**src/sv/mset_pkg.sv**
```systemverilog
// shared types and constants for the multi-slot event timer
package mset_pkg;

    typedef enum logic [1:0] {
        OP_ARM     = 2'd0,
        OP_KILL    = 2'd1,
        OP_SERVICE = 2'd2,
        OP_NONE    = 2'd3
    } t_op;

    typedef enum logic [1:0] {
        S_IDLE,
        S_ARM,
        S_SCAN,
        S_DONE
    } t_state;

    localparam logic [1:0]  K_ARM  = 2'd0;
    localparam logic [1:0]  K_KILL = 2'd1;
    localparam logic [1:0]  K_FIRE = 2'd2;

    localparam logic        ST_OK  = 1'b0;
    localparam logic        ST_REJ = 1'b1;

    localparam logic [19:0] DELAY_MIN = 20'd1;
    localparam logic [19:0] DELAY_MAX = 20'd1000000;
    localparam logic [31:0] ID_FIRST  = 32'd1;

    typedef struct packed {
        logic [31:0] ident;
        logic [31:0] handler;
        logic [31:0] user;
        logic [19:0] period;
        logic [31:0] deadline;
        logic        repeats;
    } t_slot;

    typedef struct packed {
        logic cap;
        logic arm;
        logic rd_en;
        logic take;
        logic fin;
    } t_cmd;

    typedef struct packed {
        t_op  op;
        logic hit;
        logic pend;
        logic out_free;
    } t_stat;

endpackage

```
**src/sv/mset_ram.sv**
```systemverilog
// generic single-port-write, single-port-read ram with registered read
module mset_ram #(
    parameter int WIDTH = 8,
    parameter int DEPTH = 8,
    parameter int AW    = (DEPTH > 1) ? $clog2(DEPTH) : 1
) (
    input  logic             i_clk,
    input  logic             i_we,
    input  logic [AW-1:0]    i_waddr,
    input  logic [WIDTH-1:0] i_wdata,
    input  logic             i_re,
    input  logic [AW-1:0]    i_raddr,
    output logic [WIDTH-1:0] o_rdata
);

    logic [WIDTH-1:0] r_mem [DEPTH];
    logic [WIDTH-1:0] r_rdata;

    always_ff @(posedge i_clk) begin
        if (i_we) begin
            r_mem[i_waddr] <= i_wdata;
        end
        if (i_re) begin
            r_rdata <= r_mem[i_raddr];
        end
    end

    assign o_rdata = r_rdata;

endmodule

```
**src/sv/mset_ctrl.sv**
```systemverilog
// controller: item sequencing and slot scan counters
module mset_ctrl #(
    parameter int SLOTS = 8,
    parameter int IDX_W = (SLOTS > 1) ? $clog2(SLOTS) : 1,
    parameter int CNT_W = $clog2(SLOTS + 1)
) (
    input  logic                 i_clk,
    input  logic                 i_rst_n,
    input  logic                 i_in_valid,
    input  mset_pkg::t_op        i_op,
    output logic                 o_in_ready,
    input  mset_pkg::t_stat      i_stat,
    output mset_pkg::t_cmd       o_cmd,
    output logic [IDX_W-1:0]     o_rd_idx,
    output logic [IDX_W-1:0]     o_chk_idx
);

    mset_pkg::t_state r_state, n_state;
    logic [CNT_W-1:0] r_rd_cnt, n_rd_cnt;
    logic [IDX_W-1:0] r_chk_idx, n_chk_idx;
    logic             r_chk_vld, n_chk_vld;
    logic             rd_more;
    logic             emit_need;

    assign rd_more   = r_rd_cnt < CNT_W'(SLOTS);
    assign o_rd_idx  = r_rd_cnt[IDX_W-1:0];
    assign o_chk_idx = r_chk_idx;

    always_ff @(posedge i_clk) begin
        if (!i_rst_n) begin
            r_state   <= mset_pkg::S_IDLE;
            r_rd_cnt  <= '0;
            r_chk_idx <= '0;
            r_chk_vld <= 1'b0;
        end else begin
            r_state   <= n_state;
            r_rd_cnt  <= n_rd_cnt;
            r_chk_idx <= n_chk_idx;
            r_chk_vld <= n_chk_vld;
        end
    end

    always_comb begin
        n_state    = r_state;
        n_rd_cnt   = r_rd_cnt;
        n_chk_idx  = r_chk_idx;
        n_chk_vld  = r_chk_vld;
        o_cmd      = '0;
        o_in_ready = 1'b0;
        emit_need  = 1'b0;
        case (r_state)
            mset_pkg::S_IDLE: begin
                o_in_ready = 1'b1;
                o_cmd.cap  = i_in_valid;
                if (i_in_valid) begin
                    case (i_op)
                        mset_pkg::OP_ARM: begin
                            n_state = mset_pkg::S_ARM;
                        end
                        mset_pkg::OP_KILL, mset_pkg::OP_SERVICE: begin
                            n_state   = mset_pkg::S_SCAN;
                            n_rd_cnt  = '0;
                            n_chk_vld = 1'b0;
                        end
                        default: ;
                    endcase
                end
            end
            mset_pkg::S_ARM: begin
                if (i_stat.out_free) begin
                    o_cmd.arm = 1'b1;
                    n_state   = mset_pkg::S_IDLE;
                end
            end
            mset_pkg::S_SCAN: begin
                emit_need = r_chk_vld && i_stat.hit &&
                            (i_stat.pend || i_stat.op == mset_pkg::OP_KILL);
                if (!emit_need || i_stat.out_free) begin
                    o_cmd.rd_en = rd_more;
                    o_cmd.take  = r_chk_vld;
                    n_rd_cnt    = r_rd_cnt + CNT_W'(rd_more);
                    n_chk_vld   = rd_more;
                    n_chk_idx   = r_rd_cnt[IDX_W-1:0];
                    if (r_chk_vld && i_stat.hit && i_stat.op == mset_pkg::OP_KILL) begin
                        n_state = mset_pkg::S_IDLE;
                    end else if (r_chk_vld && r_chk_idx == IDX_W'(SLOTS - 1)) begin
                        n_state = mset_pkg::S_DONE;
                    end
                end
            end
            mset_pkg::S_DONE: begin
                emit_need = i_stat.pend || i_stat.op == mset_pkg::OP_KILL;
                if (!emit_need || i_stat.out_free) begin
                    o_cmd.fin = 1'b1;
                    n_state   = mset_pkg::S_IDLE;
                end
            end
            default: begin
                n_state = mset_pkg::S_IDLE;
            end
        endcase
    end

    a_scan_order: assert property (@(posedge i_clk) disable iff (!i_rst_n)
        r_state == mset_pkg::S_SCAN && r_chk_vld |->
            r_rd_cnt == CNT_W'(r_chk_idx) + CNT_W'(1))
        else $error("scan read counter out of step with check stage");

    a_kill_ends: assert property (@(posedge i_clk) disable iff (!i_rst_n)
        r_state == mset_pkg::S_SCAN && r_chk_vld && i_stat.hit &&
        i_stat.op == mset_pkg::OP_KILL && i_stat.out_free |=>
            r_state == mset_pkg::S_IDLE)
        else $error("kill match did not end the scan");

endmodule

```
**src/sv/mset_dp.sv**
```systemverilog
// datapath: item capture, slot table, pending fire beat and output register
module mset_dp #(
    parameter int SLOTS = 8,
    parameter int IDX_W = (SLOTS > 1) ? $clog2(SLOTS) : 1
) (
    input  logic                 i_clk,
    input  logic                 i_rst_n,
    input  mset_pkg::t_cmd       i_cmd,
    input  logic [IDX_W-1:0]     i_rd_idx,
    input  logic [IDX_W-1:0]     i_chk_idx,
    output mset_pkg::t_stat      o_stat,
    input  logic [1:0]           i_operation,
    input  logic [31:0]          i_now_ms,
    input  logic [19:0]          i_delay_ms,
    input  logic                 i_periodic,
    input  logic [31:0]          i_handler_tag,
    input  logic [31:0]          i_user_value,
    input  logic [31:0]          i_kill_id,
    output logic                 o_out_valid,
    input  logic                 i_out_ready,
    output logic [1:0]           o_kind,
    output logic                 o_status,
    output logic [31:0]          o_timer_id,
    output logic [31:0]          o_fired_handler,
    output logic [31:0]          o_fired_user,
    output logic                 o_last
);

    localparam int SLOT_W = $bits(mset_pkg::t_slot);

    mset_pkg::t_op    r_op;
    logic [31:0]      r_now, r_tag, r_user, r_kid;
    logic [19:0]      r_delay;
    logic             r_per;
    logic [SLOTS-1:0] r_slot_vld;
    logic [31:0]      r_next_id;
    logic             r_pend;
    logic [31:0]      r_pend_id, r_pend_tag, r_pend_user;
    logic             r_out_vld;
    logic [1:0]       r_kind;
    logic             r_status, r_last;
    logic [31:0]      r_out_id, r_out_tag, r_out_user;

    logic             free_any;
    logic [IDX_W-1:0] free_idx;
    logic             delay_ok, arm_ok, out_free, hit, take_hit;
    logic [31:0]      id_use, diff;
    mset_pkg::t_slot  rd_slot, wr_slot;
    logic [SLOT_W-1:0] rd_word;
    logic             we;
    logic [IDX_W-1:0] waddr;
    logic             out_load;
    logic [1:0]       n_kind;
    logic             n_status, n_last;
    logic [31:0]      n_out_id, n_out_tag, n_out_user;

    always_comb begin
        free_any = 1'b0;
        free_idx = '0;
        for (int i = SLOTS - 1; i >= 0; i--) begin
            if (!r_slot_vld[i]) begin
                free_any = 1'b1;
                free_idx = IDX_W'(i);
            end
        end
    end

    assign delay_ok = r_delay >= mset_pkg::DELAY_MIN && r_delay <= mset_pkg::DELAY_MAX;
    assign arm_ok   = delay_ok && free_any;
    assign out_free = !r_out_vld || i_out_ready;
    assign id_use   = (r_next_id == '0) ? mset_pkg::ID_FIRST : r_next_id;
    assign rd_slot  = mset_pkg::t_slot'(rd_word);
    assign diff     = r_now - rd_slot.deadline;

    always_comb begin
        if (r_op == mset_pkg::OP_KILL) begin
            hit = r_slot_vld[i_chk_idx] && r_kid != '0 && rd_slot.ident == r_kid;
        end else begin
            hit = r_slot_vld[i_chk_idx] && !diff[31];
        end
    end

    assign take_hit = i_cmd.take && hit;

    assign o_stat.op       = r_op;
    assign o_stat.hit      = hit;
    assign o_stat.pend     = r_pend;
    assign o_stat.out_free = out_free;

    // table write: new arm or periodic re-arm
    always_comb begin
        we      = 1'b0;
        waddr   = i_chk_idx;
        wr_slot = rd_slot;
        wr_slot.deadline = r_now + {12'd0, rd_slot.period};
        if (i_cmd.arm) begin
            we               = arm_ok;
            waddr            = free_idx;
            wr_slot.ident    = id_use;
            wr_slot.handler  = r_tag;
            wr_slot.user     = r_user;
            wr_slot.period   = r_delay;
            wr_slot.deadline = r_now + {12'd0, r_delay};
            wr_slot.repeats  = r_per;
        end else if (take_hit && r_op == mset_pkg::OP_SERVICE && rd_slot.repeats) begin
            we = 1'b1;
        end
    end

    mset_ram #(
        .WIDTH (SLOT_W),
        .DEPTH (SLOTS)
    ) u_ram (
        .i_clk   (i_clk),
        .i_we    (we),
        .i_waddr (waddr),
        .i_wdata (wr_slot),
        .i_re    (i_cmd.rd_en),
        .i_raddr (i_rd_idx),
        .o_rdata (rd_word)
    );

    always_ff @(posedge i_clk) begin
        if (i_cmd.cap) begin
            r_op    <= mset_pkg::t_op'(i_operation);
            r_now   <= i_now_ms;
            r_delay <= i_delay_ms;
            r_per   <= i_periodic;
            r_tag   <= i_handler_tag;
            r_user  <= i_user_value;
            r_kid   <= i_kill_id;
        end
    end

    always_ff @(posedge i_clk) begin
        if (!i_rst_n) begin
            r_slot_vld <= '0;
            r_next_id  <= mset_pkg::ID_FIRST;
            r_pend     <= 1'b0;
        end else begin
            if (i_cmd.arm && arm_ok) begin
                r_slot_vld[free_idx] <= 1'b1;
                r_next_id            <= id_use + 32'd1;
            end
            if (take_hit && (r_op == mset_pkg::OP_KILL || !rd_slot.repeats)) begin
                r_slot_vld[i_chk_idx] <= 1'b0;
            end
            if (take_hit && r_op == mset_pkg::OP_SERVICE) begin
                r_pend <= 1'b1;
            end else if (i_cmd.fin || i_cmd.cap) begin
                r_pend <= 1'b0;
            end
        end
    end

    always_ff @(posedge i_clk) begin
        if (take_hit && r_op == mset_pkg::OP_SERVICE) begin
            r_pend_id   <= rd_slot.ident;
            r_pend_tag  <= rd_slot.handler;
            r_pend_user <= rd_slot.user;
        end
    end

    // next output beat
    always_comb begin
        out_load   = 1'b0;
        n_kind     = mset_pkg::K_FIRE;
        n_status   = mset_pkg::ST_OK;
        n_out_id   = r_pend_id;
        n_out_tag  = r_pend_tag;
        n_out_user = r_pend_user;
        n_last     = 1'b1;
        if (i_cmd.arm) begin
            out_load   = 1'b1;
            n_kind     = mset_pkg::K_ARM;
            n_status   = arm_ok ? mset_pkg::ST_OK : mset_pkg::ST_REJ;
            n_out_id   = arm_ok ? id_use : 32'd0;
            n_out_tag  = '0;
            n_out_user = '0;
        end else if (take_hit && r_op == mset_pkg::OP_KILL) begin
            out_load   = 1'b1;
            n_kind     = mset_pkg::K_KILL;
            n_out_id   = '0;
            n_out_tag  = '0;
            n_out_user = '0;
        end else if (take_hit && r_pend) begin
            out_load = 1'b1;
            n_last   = 1'b0;
        end else if (i_cmd.fin && r_op == mset_pkg::OP_KILL) begin
            out_load   = 1'b1;
            n_kind     = mset_pkg::K_KILL;
            n_status   = mset_pkg::ST_REJ;
            n_out_id   = '0;
            n_out_tag  = '0;
            n_out_user = '0;
        end else if (i_cmd.fin && r_pend) begin
            out_load = 1'b1;
        end
    end

    always_ff @(posedge i_clk) begin
        if (!i_rst_n) begin
            r_out_vld <= 1'b0;
        end else if (out_load) begin
            r_out_vld <= 1'b1;
        end else if (i_out_ready) begin
            r_out_vld <= 1'b0;
        end
    end

    always_ff @(posedge i_clk) begin
        if (out_load) begin
            r_kind     <= n_kind;
            r_status   <= n_status;
            r_out_id   <= n_out_id;
            r_out_tag  <= n_out_tag;
            r_out_user <= n_out_user;
            r_last     <= n_last;
        end
    end

    assign o_out_valid     = r_out_vld;
    assign o_kind          = r_kind;
    assign o_status        = r_status;
    assign o_timer_id      = r_out_id;
    assign o_fired_handler = r_out_tag;
    assign o_fired_user    = r_out_user;
    assign o_last          = r_last;

    a_load_free: assert property (@(posedge i_clk) disable iff (!i_rst_n)
        out_load |-> out_free)
        else $error("output beat overwritten before taken");

    a_arm_sets: assert property (@(posedge i_clk) disable iff (!i_rst_n)
        i_cmd.arm && arm_ok |=> r_slot_vld != '0 && r_next_id != $past(r_next_id))
        else $error("arm did not take a slot");

    a_pend_service: assert property (@(posedge i_clk) disable iff (!i_rst_n)
        r_pend |-> r_op == mset_pkg::OP_SERVICE)
        else $error("pending fire beat outside service");

endmodule

```
**src/sv/multi_slot_event_timer.sv**
```systemverilog
// top level of the multi-slot event timer
// arm: the item is captured, then armed and its result beat loaded once the output register is free
// kill and service: one slot checked per cycle while no beat waits on a full output
//   register; a new item is accepted only in the idle state; a kill hit ends the scan early
// a beat waits while the output register is full; one ram read port
// reset clears all slot valid bits and sets the next identifier to one; no clear pass
module multi_slot_event_timer #(
    parameter int SLOTS = 8
) (
    input  logic        i_clk,
    input  logic        i_rst_n,
    input  logic        i_in_valid,
    output logic        o_in_ready,
    input  logic [1:0]  i_operation,
    input  logic [31:0] i_now_ms,
    input  logic [19:0] i_delay_ms,
    input  logic        i_periodic,
    input  logic [31:0] i_handler_tag,
    input  logic [31:0] i_user_value,
    input  logic [31:0] i_kill_id,
    output logic        o_out_valid,
    input  logic        i_out_ready,
    output logic [1:0]  o_kind,
    output logic        o_status,
    output logic [31:0] o_timer_id,
    output logic [31:0] o_fired_handler,
    output logic [31:0] o_fired_user,
    output logic        o_last
);

    localparam int IDX_W = (SLOTS > 1) ? $clog2(SLOTS) : 1;

    mset_pkg::t_cmd   cmd;
    mset_pkg::t_stat  stat;
    logic [IDX_W-1:0] rd_idx;
    logic [IDX_W-1:0] chk_idx;

    mset_ctrl #(
        .SLOTS (SLOTS)
    ) u_ctrl (
        .i_clk      (i_clk),
        .i_rst_n    (i_rst_n),
        .i_in_valid (i_in_valid),
        .i_op       (mset_pkg::t_op'(i_operation)),
        .o_in_ready (o_in_ready),
        .i_stat     (stat),
        .o_cmd      (cmd),
        .o_rd_idx   (rd_idx),
        .o_chk_idx  (chk_idx)
    );

    mset_dp #(
        .SLOTS (SLOTS)
    ) u_dp (
        .i_clk           (i_clk),
        .i_rst_n         (i_rst_n),
        .i_cmd           (cmd),
        .i_rd_idx        (rd_idx),
        .i_chk_idx       (chk_idx),
        .o_stat          (stat),
        .i_operation     (i_operation),
        .i_now_ms        (i_now_ms),
        .i_delay_ms      (i_delay_ms),
        .i_periodic      (i_periodic),
        .i_handler_tag   (i_handler_tag),
        .i_user_value    (i_user_value),
        .i_kill_id       (i_kill_id),
        .o_out_valid     (o_out_valid),
        .i_out_ready     (i_out_ready),
        .o_kind          (o_kind),
        .o_status        (o_status),
        .o_timer_id      (o_timer_id),
        .o_fired_handler (o_fired_handler),
        .o_fired_user    (o_fired_user),
        .o_last          (o_last)
    );

endmodule
```
**config.mk**
```make
export PLATFORM = sky130hd
export DESIGN_NAME = multi_slot_event_timer
export DESIGN_NICKNAME = d
export VERILOG_FILES = /design/src/sv/mset_pkg.sv /design/src/sv/mset_ram.sv /design/src/sv/mset_ctrl.sv /design/src/sv/mset_dp.sv /design/src/sv/multi_slot_event_timer.sv
export SDC_FILE = /design/constraint.sdc
export NUM_CORES = 2
export LEC_CHECK = 0
export BUFFER_PORTS_ARGS = -buffer_cell sky130_fd_sc_hd__clkbuf_2
export CORE_ASPECT_RATIO = 0.5
export CORE_MARGIN = 2
export CORE_UTILIZATION = 55
export DETAILED_ROUTE_END_ITERATION = 12
export PLACE_DENSITY = 0.72
export RECOVER_POWER = 100
export SLEW_MARGIN = 25
export SYNTH_ARGS = -nofsm -noshare
export SYNTH_HDL_FRONTEND = slang
export SYNTH_SLANG_ARGS = --single-unit
```
**constraint.sdc**
```tcl
create_clock -name i_clk -period 29.1 [get_ports i_clk]
set_clock_uncertainty 0.15 [all_clocks]
set_input_delay 5.82 -clock i_clk [delete_from_list [all_inputs] [get_ports i_clk]]
set_output_delay 5.82 -clock i_clk [all_outputs]
set_load 0.02 [all_outputs]
```
* Word-level counts from Yosys, hierarchy flattened
Memory sizes are Yosys's and may differ from the RTL's. A register that Yosys moved wholly into a read port is not among the register bits. Index checks and enable logic that the tools add are counted.
Storage, ports and cells: RAM bits 1192, output and inout bits 102, flip-flop bits (word level) 399, bits of input ports 155, logic and storage cells 184, memories kept 1
Memories:
- u_dp.u_ram.r_mem | depth 8, width 149, read ports 1, clocked after Yosys merged registers in 1, write ports 1, line mset_ram.sv:16 | logic [WIDTH-1:0] r_mem [DEPTH];
Operators by class: bitwise logic cells 3, mux-type cells 84, order comparisons 7, add/subtract/negate cells 5, reductions and logical operators 43, eq/ne operators 16
Operator list (count):
- $mux W32 | 10
- $mux W149 | 1
- $add A32 B20 Y32 | 2
- $mux W1 | 41
- $add A32 B1 Y32 const B | 1
- $eq A32 B32 Y1 | 1
- $logic_not A32 Y1 | 1
- $reduce_bool A32 Y1 | 1
- $sub A32 B32 Y32 | 1
- $mux W3 | 9
- $mux W8 | 3
- $ge A20 B1 Y1 const B | 1
- $le A20 B20 Y1 const B | 1
- $logic_and A1 B1 Y1 | 20
- $mux W2 | 10
- $mux W4 | 3
- $and A8 B8 Y8 | 1
- $eq A2 B2 Y1 const B | 4
- $lt A3 B4 Y1 const B | 2
- $not A8 Y8 | 1
- $or A8 B8 Y8 | 1
- $pmux W2 S4 | 1
- $pmux W4 S2 | 1
- $demux W1 S3 | 2
- other kinds (20) | 39

* Logic depth before layout (Yosys ltp)
word-level depth 18, depth in mapped cells 20, mapped depth without buffers 17

* Modules after synthesis
From an unflattened synthesis, not the netlist that was laid out.
Unflattened totals: cells, all modules 3167, area, all modules 67086.8 µm²
By module, submodules not included:
- mset_ram | seq. area each 40268.6 µm², times used 1, area each 49239.7 µm², cells each 1884
- mset_dp | seq. area each 11260.8 µm², times used 1, area each 17171.5 µm², cells each 1200
- mset_ctrl | seq. area each 200.2 µm², times used 1, area each 675.6 µm², cells each 83

* Worst setup path before layout
No wires, ideal clock.
kind input -> register, start input i_out_ready, end memory u_dp.u_ram.r_mem[0][0] (netlist bit), enable pin, buffers on the path 1, library setup time 0.840 ns, slack 6.513 ns, stages on the path 8, data arrival time 21.597 ns, data required time 28.110 ns, cells stage by stage nor2b_1 o21ai_0 and2_1 clkbuf_1 nand4b_1 nor2_1 a31oi_1 nor3_1
On the way: cells in the longest elaborated chain, start to end 11, elaborated cells between the ends (all ways) 14, those cells by class mux (9); reduce/logical (5)
Ends and longest elaborated chain:
- start: declaration | line multi_slot_event_timer.sv:22 | input logic i_out_ready,
- $logic_or A1 B1 Y1 * | line mset_dp.sv:70 | assign out_free = !r_out_vld || i_out_ready;
- $logic_or A1 B1 Y1 | line mset_ctrl.sv:78 | if (!emit_need || i_stat.out_free) begin
- $mux W2 | line mset_ctrl.sv:78
- $mux W2 | line mset_ctrl.sv:51 | case (r_state)
- $logic_and A1 B1 Y1 | line mset_dp.sv:83 | assign take_hit = i_cmd.take && hit;
- $logic_and A1 B1 Y1 (2 in a row) | line mset_dp.sv:105 | end else if (take_hit && r_op == mset_pkg::OP_SERVICE && rd_slot.repeats) begin
- $mux W1 | line mset_dp.sv:105
- $mux W1 | line mset_dp.sv:96 | if (i_cmd.arm) begin
- $mux W1 | line mset_ram.sv:20 | if (i_we) begin
- $mux W1 (not written as such) | line mset_ram.sv:21 | r_mem[i_waddr] <= i_wdata;
- end: declaration | line mset_ram.sv:16
Every way passes the cells marked *; elsewhere a longest branch is shown, timed or not.

* Final worst setup path
start input i_out_ready, end memory u_dp.u_ram.r_mem[0][143] (netlist bit), enable pin
The elaborated chain is that of the path after synthesis.

==> results.sh <==
export IMPL_status="complete, but fails checks"
export IMPL_violations="capacitance limit, slew limit"
export IMPL_cts_resized=0
export IMPL_yosysSeqAreaShare_pct=77.2
export IMPL_min_path_cells=0
export IMPL_port_buffers=256
export IMPL_worstPathCellList="clkbuf_2 -> nor2b_1 -> o21ai_0 -> and2_0 -> nand4b_1 -> nor2_4 -> clkbuf_1 -> a31oi_1 -> nor3_1 -> clkbuf_1 -> clkbuf_1 -> clkbuf_1"
export IMPL_synth_area_um2=67000
export IMPL_mostFrequentLayoutCell="edfxtp_1"
export IMPL_root_buffer="clkbuf_16"
export IMPL_dp_hpwl_um=79300
export IMPL_clockBufferDepth=3
export IMPL_switchingPower_w=0.00118
export IMPL_crit_slowest_cell="clkbuf_1"
export IMPL_cp_start_kind="input pin"
export IMPL_synth_avg_cell_area_um2=19.4
export IMPL_die_y_um=251
export IMPL_num_vias=33100
export IMPL_grt_max_degree=107
export IMPL_clk_latency_ns=0.78
export IMPL_critPathMaxStageDelay_ns=3.24
export IMPL_grtUsageTotal_pct=22.9
export IMPL_intPower_w=0.00416
export IMPL_core_area_um2=121000
export IMPL_nNetsFinal=3967
export IMPL_fmax_mhz=53.7
export IMPL_period_needed_ns=18.63
export IMPL_p_seq_share_pct=55.2
export IMPL_stdcell_area_um2=74800
export IMPL_cts_hold_buf=0
export IMPL_worstSetupPathType="in -> reg"
export IMPL_path_max_fanout=61
export IMPL_hold_viol=0
export IMPL_cts_num_sinks=1740
export IMPL_min_from="u_dp.u_ram.o_rdata[101]"
export IMPL_cp_num_cells=12
export IMPL_maxCapViolCount=45
export IMPL_drv_slew=2342
export IMPL_syn_instance_count=3446
export IMPL_synthFlopType="edfxtp_1"
export IMPL_min_period_over_period_pct=64.0
export IMPL_timing_rr_start="u_dp.r_now[30]"
export IMPL_rows=90
export IMPL_p_total_w=0.00534
export IMPL_synth_edff_count=1688
export IMPL_cts_tree="done"
export IMPL_synth_seq_cells=1740
export IMPL_routed_wl_um=141000
export IMPL_final_core_util_pct=62.0
export IMPL_reg2reg_to="u_dp.u_ram.r_mem[0][143]"
export IMPL_holdCritPathClass="reg -> reg"
export IMPL_switching_share_pct=22.2
export IMPL_cp_required_ns=29.26
export IMPL_path_clk_slew_ns=0.07
export IMPL_fp_dieW_um=498
export IMPL_first_pass_iters=7
export IMPL_syn_num_nets=3656
export IMPL_crit_family="buffers and inverters"
export IMPL_grt_pass1_vias=34300
export IMPL_routedWlPerCell_um=25.7
export IMPL_vdd_ir_drop_max_v=0.0000472
export IMPL_drive_gt1_share_pct=21.4
export IMPL_endpoint_kind="flip-flop"
export IMPL_finalSetupViolations=0
export IMPL_antenna_found_initial=2
export IMPL_worst_path_most_repeated_cell="clkbuf_1"
export IMPL_drc=0
export IMPL_rrSetupSlack_ns=13.63
export IMPL_gp_congestion=0.834
export IMPL_yosys_warnings=0
export IMPL_postCtsSetupBuffers=0
export IMPL_top_level_ports=257
export IMPL_grt_overflow_total=0
export IMPL_setup_tns_ns=0
export IMPL_placed_area_um2=70300
export IMPL_p_comb_share_pct=6.8
export IMPL_worstMarginPinSlew_ns=7.89
export IMPL_worst_path_buf_inv=5
export IMPL_clkPwrFrac_pct=38.0
export IMPL_p_leak_nw=23.9
export IMPL_synth_cell_types=64
export IMPL_vias_per_cell=6.02
export IMPL_final_cell_mix="edfxtp_1, nand2_1, mux4_2"
export IMPL_cts_buffers=148
export IMPL_fp_dieArea_um2=125000
export IMPL_start_util_pct=55.5
export IMPL_rsz0062_at_grt="false"
export IMPL_drtIter0Drc=3135
export IMPL_slew_headroom_pct=-426
export IMPL_ant_nets=0
export IMPL_async_reset_ff_share_pct=0
export IMPL_arrival_ns=18.78
export IMPL_rr_worst_depth=13
export IMPL_holdPathEnd="u_dp.r_pend_tag[16]"
export IMPL_power_density_nw_per_um2=71.4
export IMPL_syn2layout_area_growth_pct=11.7
export IMPL_diodes=0
export IMPL_grt_pass1_wl_um=213000
export IMPL_cts_htree_levels=4
==> kinds of logic (layout without fill, tap and decap cells) <==
family                   after synthesis  in the layout  synth area share (%)
multiplexers                         452            452                  12.6
AO/OA/AOI/OAI                        183            183                  1.89
buffers and inverters                197            631                  1.11
XOR/XNOR                              86             86                  1.12
AND/OR/NAND/NOR                      733            733                  5.00
adder cells (fa/ha/maj)               55             55                  1.04
flip-flops                          1740           1740                  77.2
==> through the flow <==
step	hold WS [ns]	instances	worst slack, ns
3_5_place_dp	0.284	5217	17.87
4_1_cts	0.291	5490	18.70
6_report	0.292	5490	10.47
5_1_grt	0.308	5490	9.34
3_3_place_gp	0.285	5215	17.99
2_1_floorplan	0.276	3446	6.51
==> per-layer routing <==
layer	track usage [%]	routed length, µm
met3	3.97	9410
met2	37.8	70000
met1	31.5	58300
met5	0	27
met4	7.18	3570
==> power groups by stage <==
| stage | registers (W) | clock network (W) | logic, W |
|---|---|---|---|
| 4_1_cts | 0.00294 | 0.00206 | 0.000373 |
| 3_3_place_gp | 0.00299 | 0 | 0.000350 |
| 3_5_place_dp | 0.00299 | 0 | 0.000370 |
| 2_1_floorplan | 0.00299 | 0 | 0.000239 |
| 6_report | 0.00295 | 0.00203 | 0.000366 |
| 5_1_grt | 0.00295 | 0.00216 | 0.000402 |
==> layout make-up <==
class / instances / area (µm²)
Clock buffer: 176 / 3850
Tap cell: 1610 / 2010
Fill cell: 8287 / 45900
Timing Repair Buffer: 309 / 1420
Sequential cell: 1740 / 51700
Clock inverter: 97 / 1120
Multi-Input combinational cell: 1509 / 14500
Inverter: 49 / 184
==> state kept, by name (all words and copies together) (netlist names), 3 cells and up <==
register              flops
u_dp.r_delay             20
u_dp.r_next_id           32
u_ctrl.o_chk_idx          3
u_dp.r_user              32
u_dp.u_ram.o_rdata      149
u_dp.r_pend_user         32
u_dp.r_tag               32
u_dp.u_ram.r_mem       1192
u_dp.o_fired_handler     32
u_dp.r_now               32
u_dp.r_slot_vld           8
u_dp.r_pend_tag          32
u_ctrl.r_rd_cnt           4
u_dp.o_fired_user        32
u_dp.r_kid               32
u_dp.o_timer_id          32
u_dp.r_pend_id           32
==> cells in the mapped netlist, drive strengths merged (3+ instances only) <==
library cell / number / share of area [%]
edfxtp: 1688 / 76
nand2: 412 / 2.3
mux4: 298 / 10
mux2: 149 / 2.5
clkbuf: 107 / 0.60
nor2: 82 / 0.46
and2: 69 / 0.64
ha: 54 / 1.0
dfxtp: 52 / 1.6
xnor2: 49 / 0.64
inv: 48 / 0.27
a21oi: 43 / 0.32
buf: 41 / 0.23
o21ai: 38 / 0.28
xor2: 37 / 0.48
a22o: 31 / 0.41
nor4: 31 / 0.30
nand4: 28 / 0.28
nand3: 27 / 0.21
nor3: 21 / 0.16
or3: 16 / 0.15
a21o: 15 / 0.17
and3: 11 / 0.10
nor2b: 8 / 0.075
o21a: 8 / 0.090
a41oi: 7 / 0.092
a31oi: 6 / 0.056
or2: 6 / 0.056
mux2i: 5 / 0.075
o31ai: 5 / 0.064
and4: 4 / 0.052
nand2b: 4 / 0.037
nor3b: 4 / 0.045
a2111oi: 3 / 0.067
a211o: 3 / 0.039
o2111ai: 3 / 0.039
o21bai: 3 / 0.034
==> how the worst max path moves through the flow <==
stage                start                        to  slack, ns
2_1_floorplan  i_out_ready    u_dp.u_ram.r_mem[0][0]       6.51
3_3_place_gp   i_out_ready  u_dp.u_ram.r_mem[0][129]      17.99
3_5_place_dp   i_out_ready  u_dp.u_ram.r_mem[0][129]      17.87
4_1_cts        i_out_ready  u_dp.u_ram.r_mem[0][132]      18.70
5_1_grt        i_out_ready  u_dp.u_ram.r_mem[0][132]       9.34
6_report       i_out_ready  u_dp.u_ram.r_mem[0][143]      10.47
(Power assumes the default switching activity.)
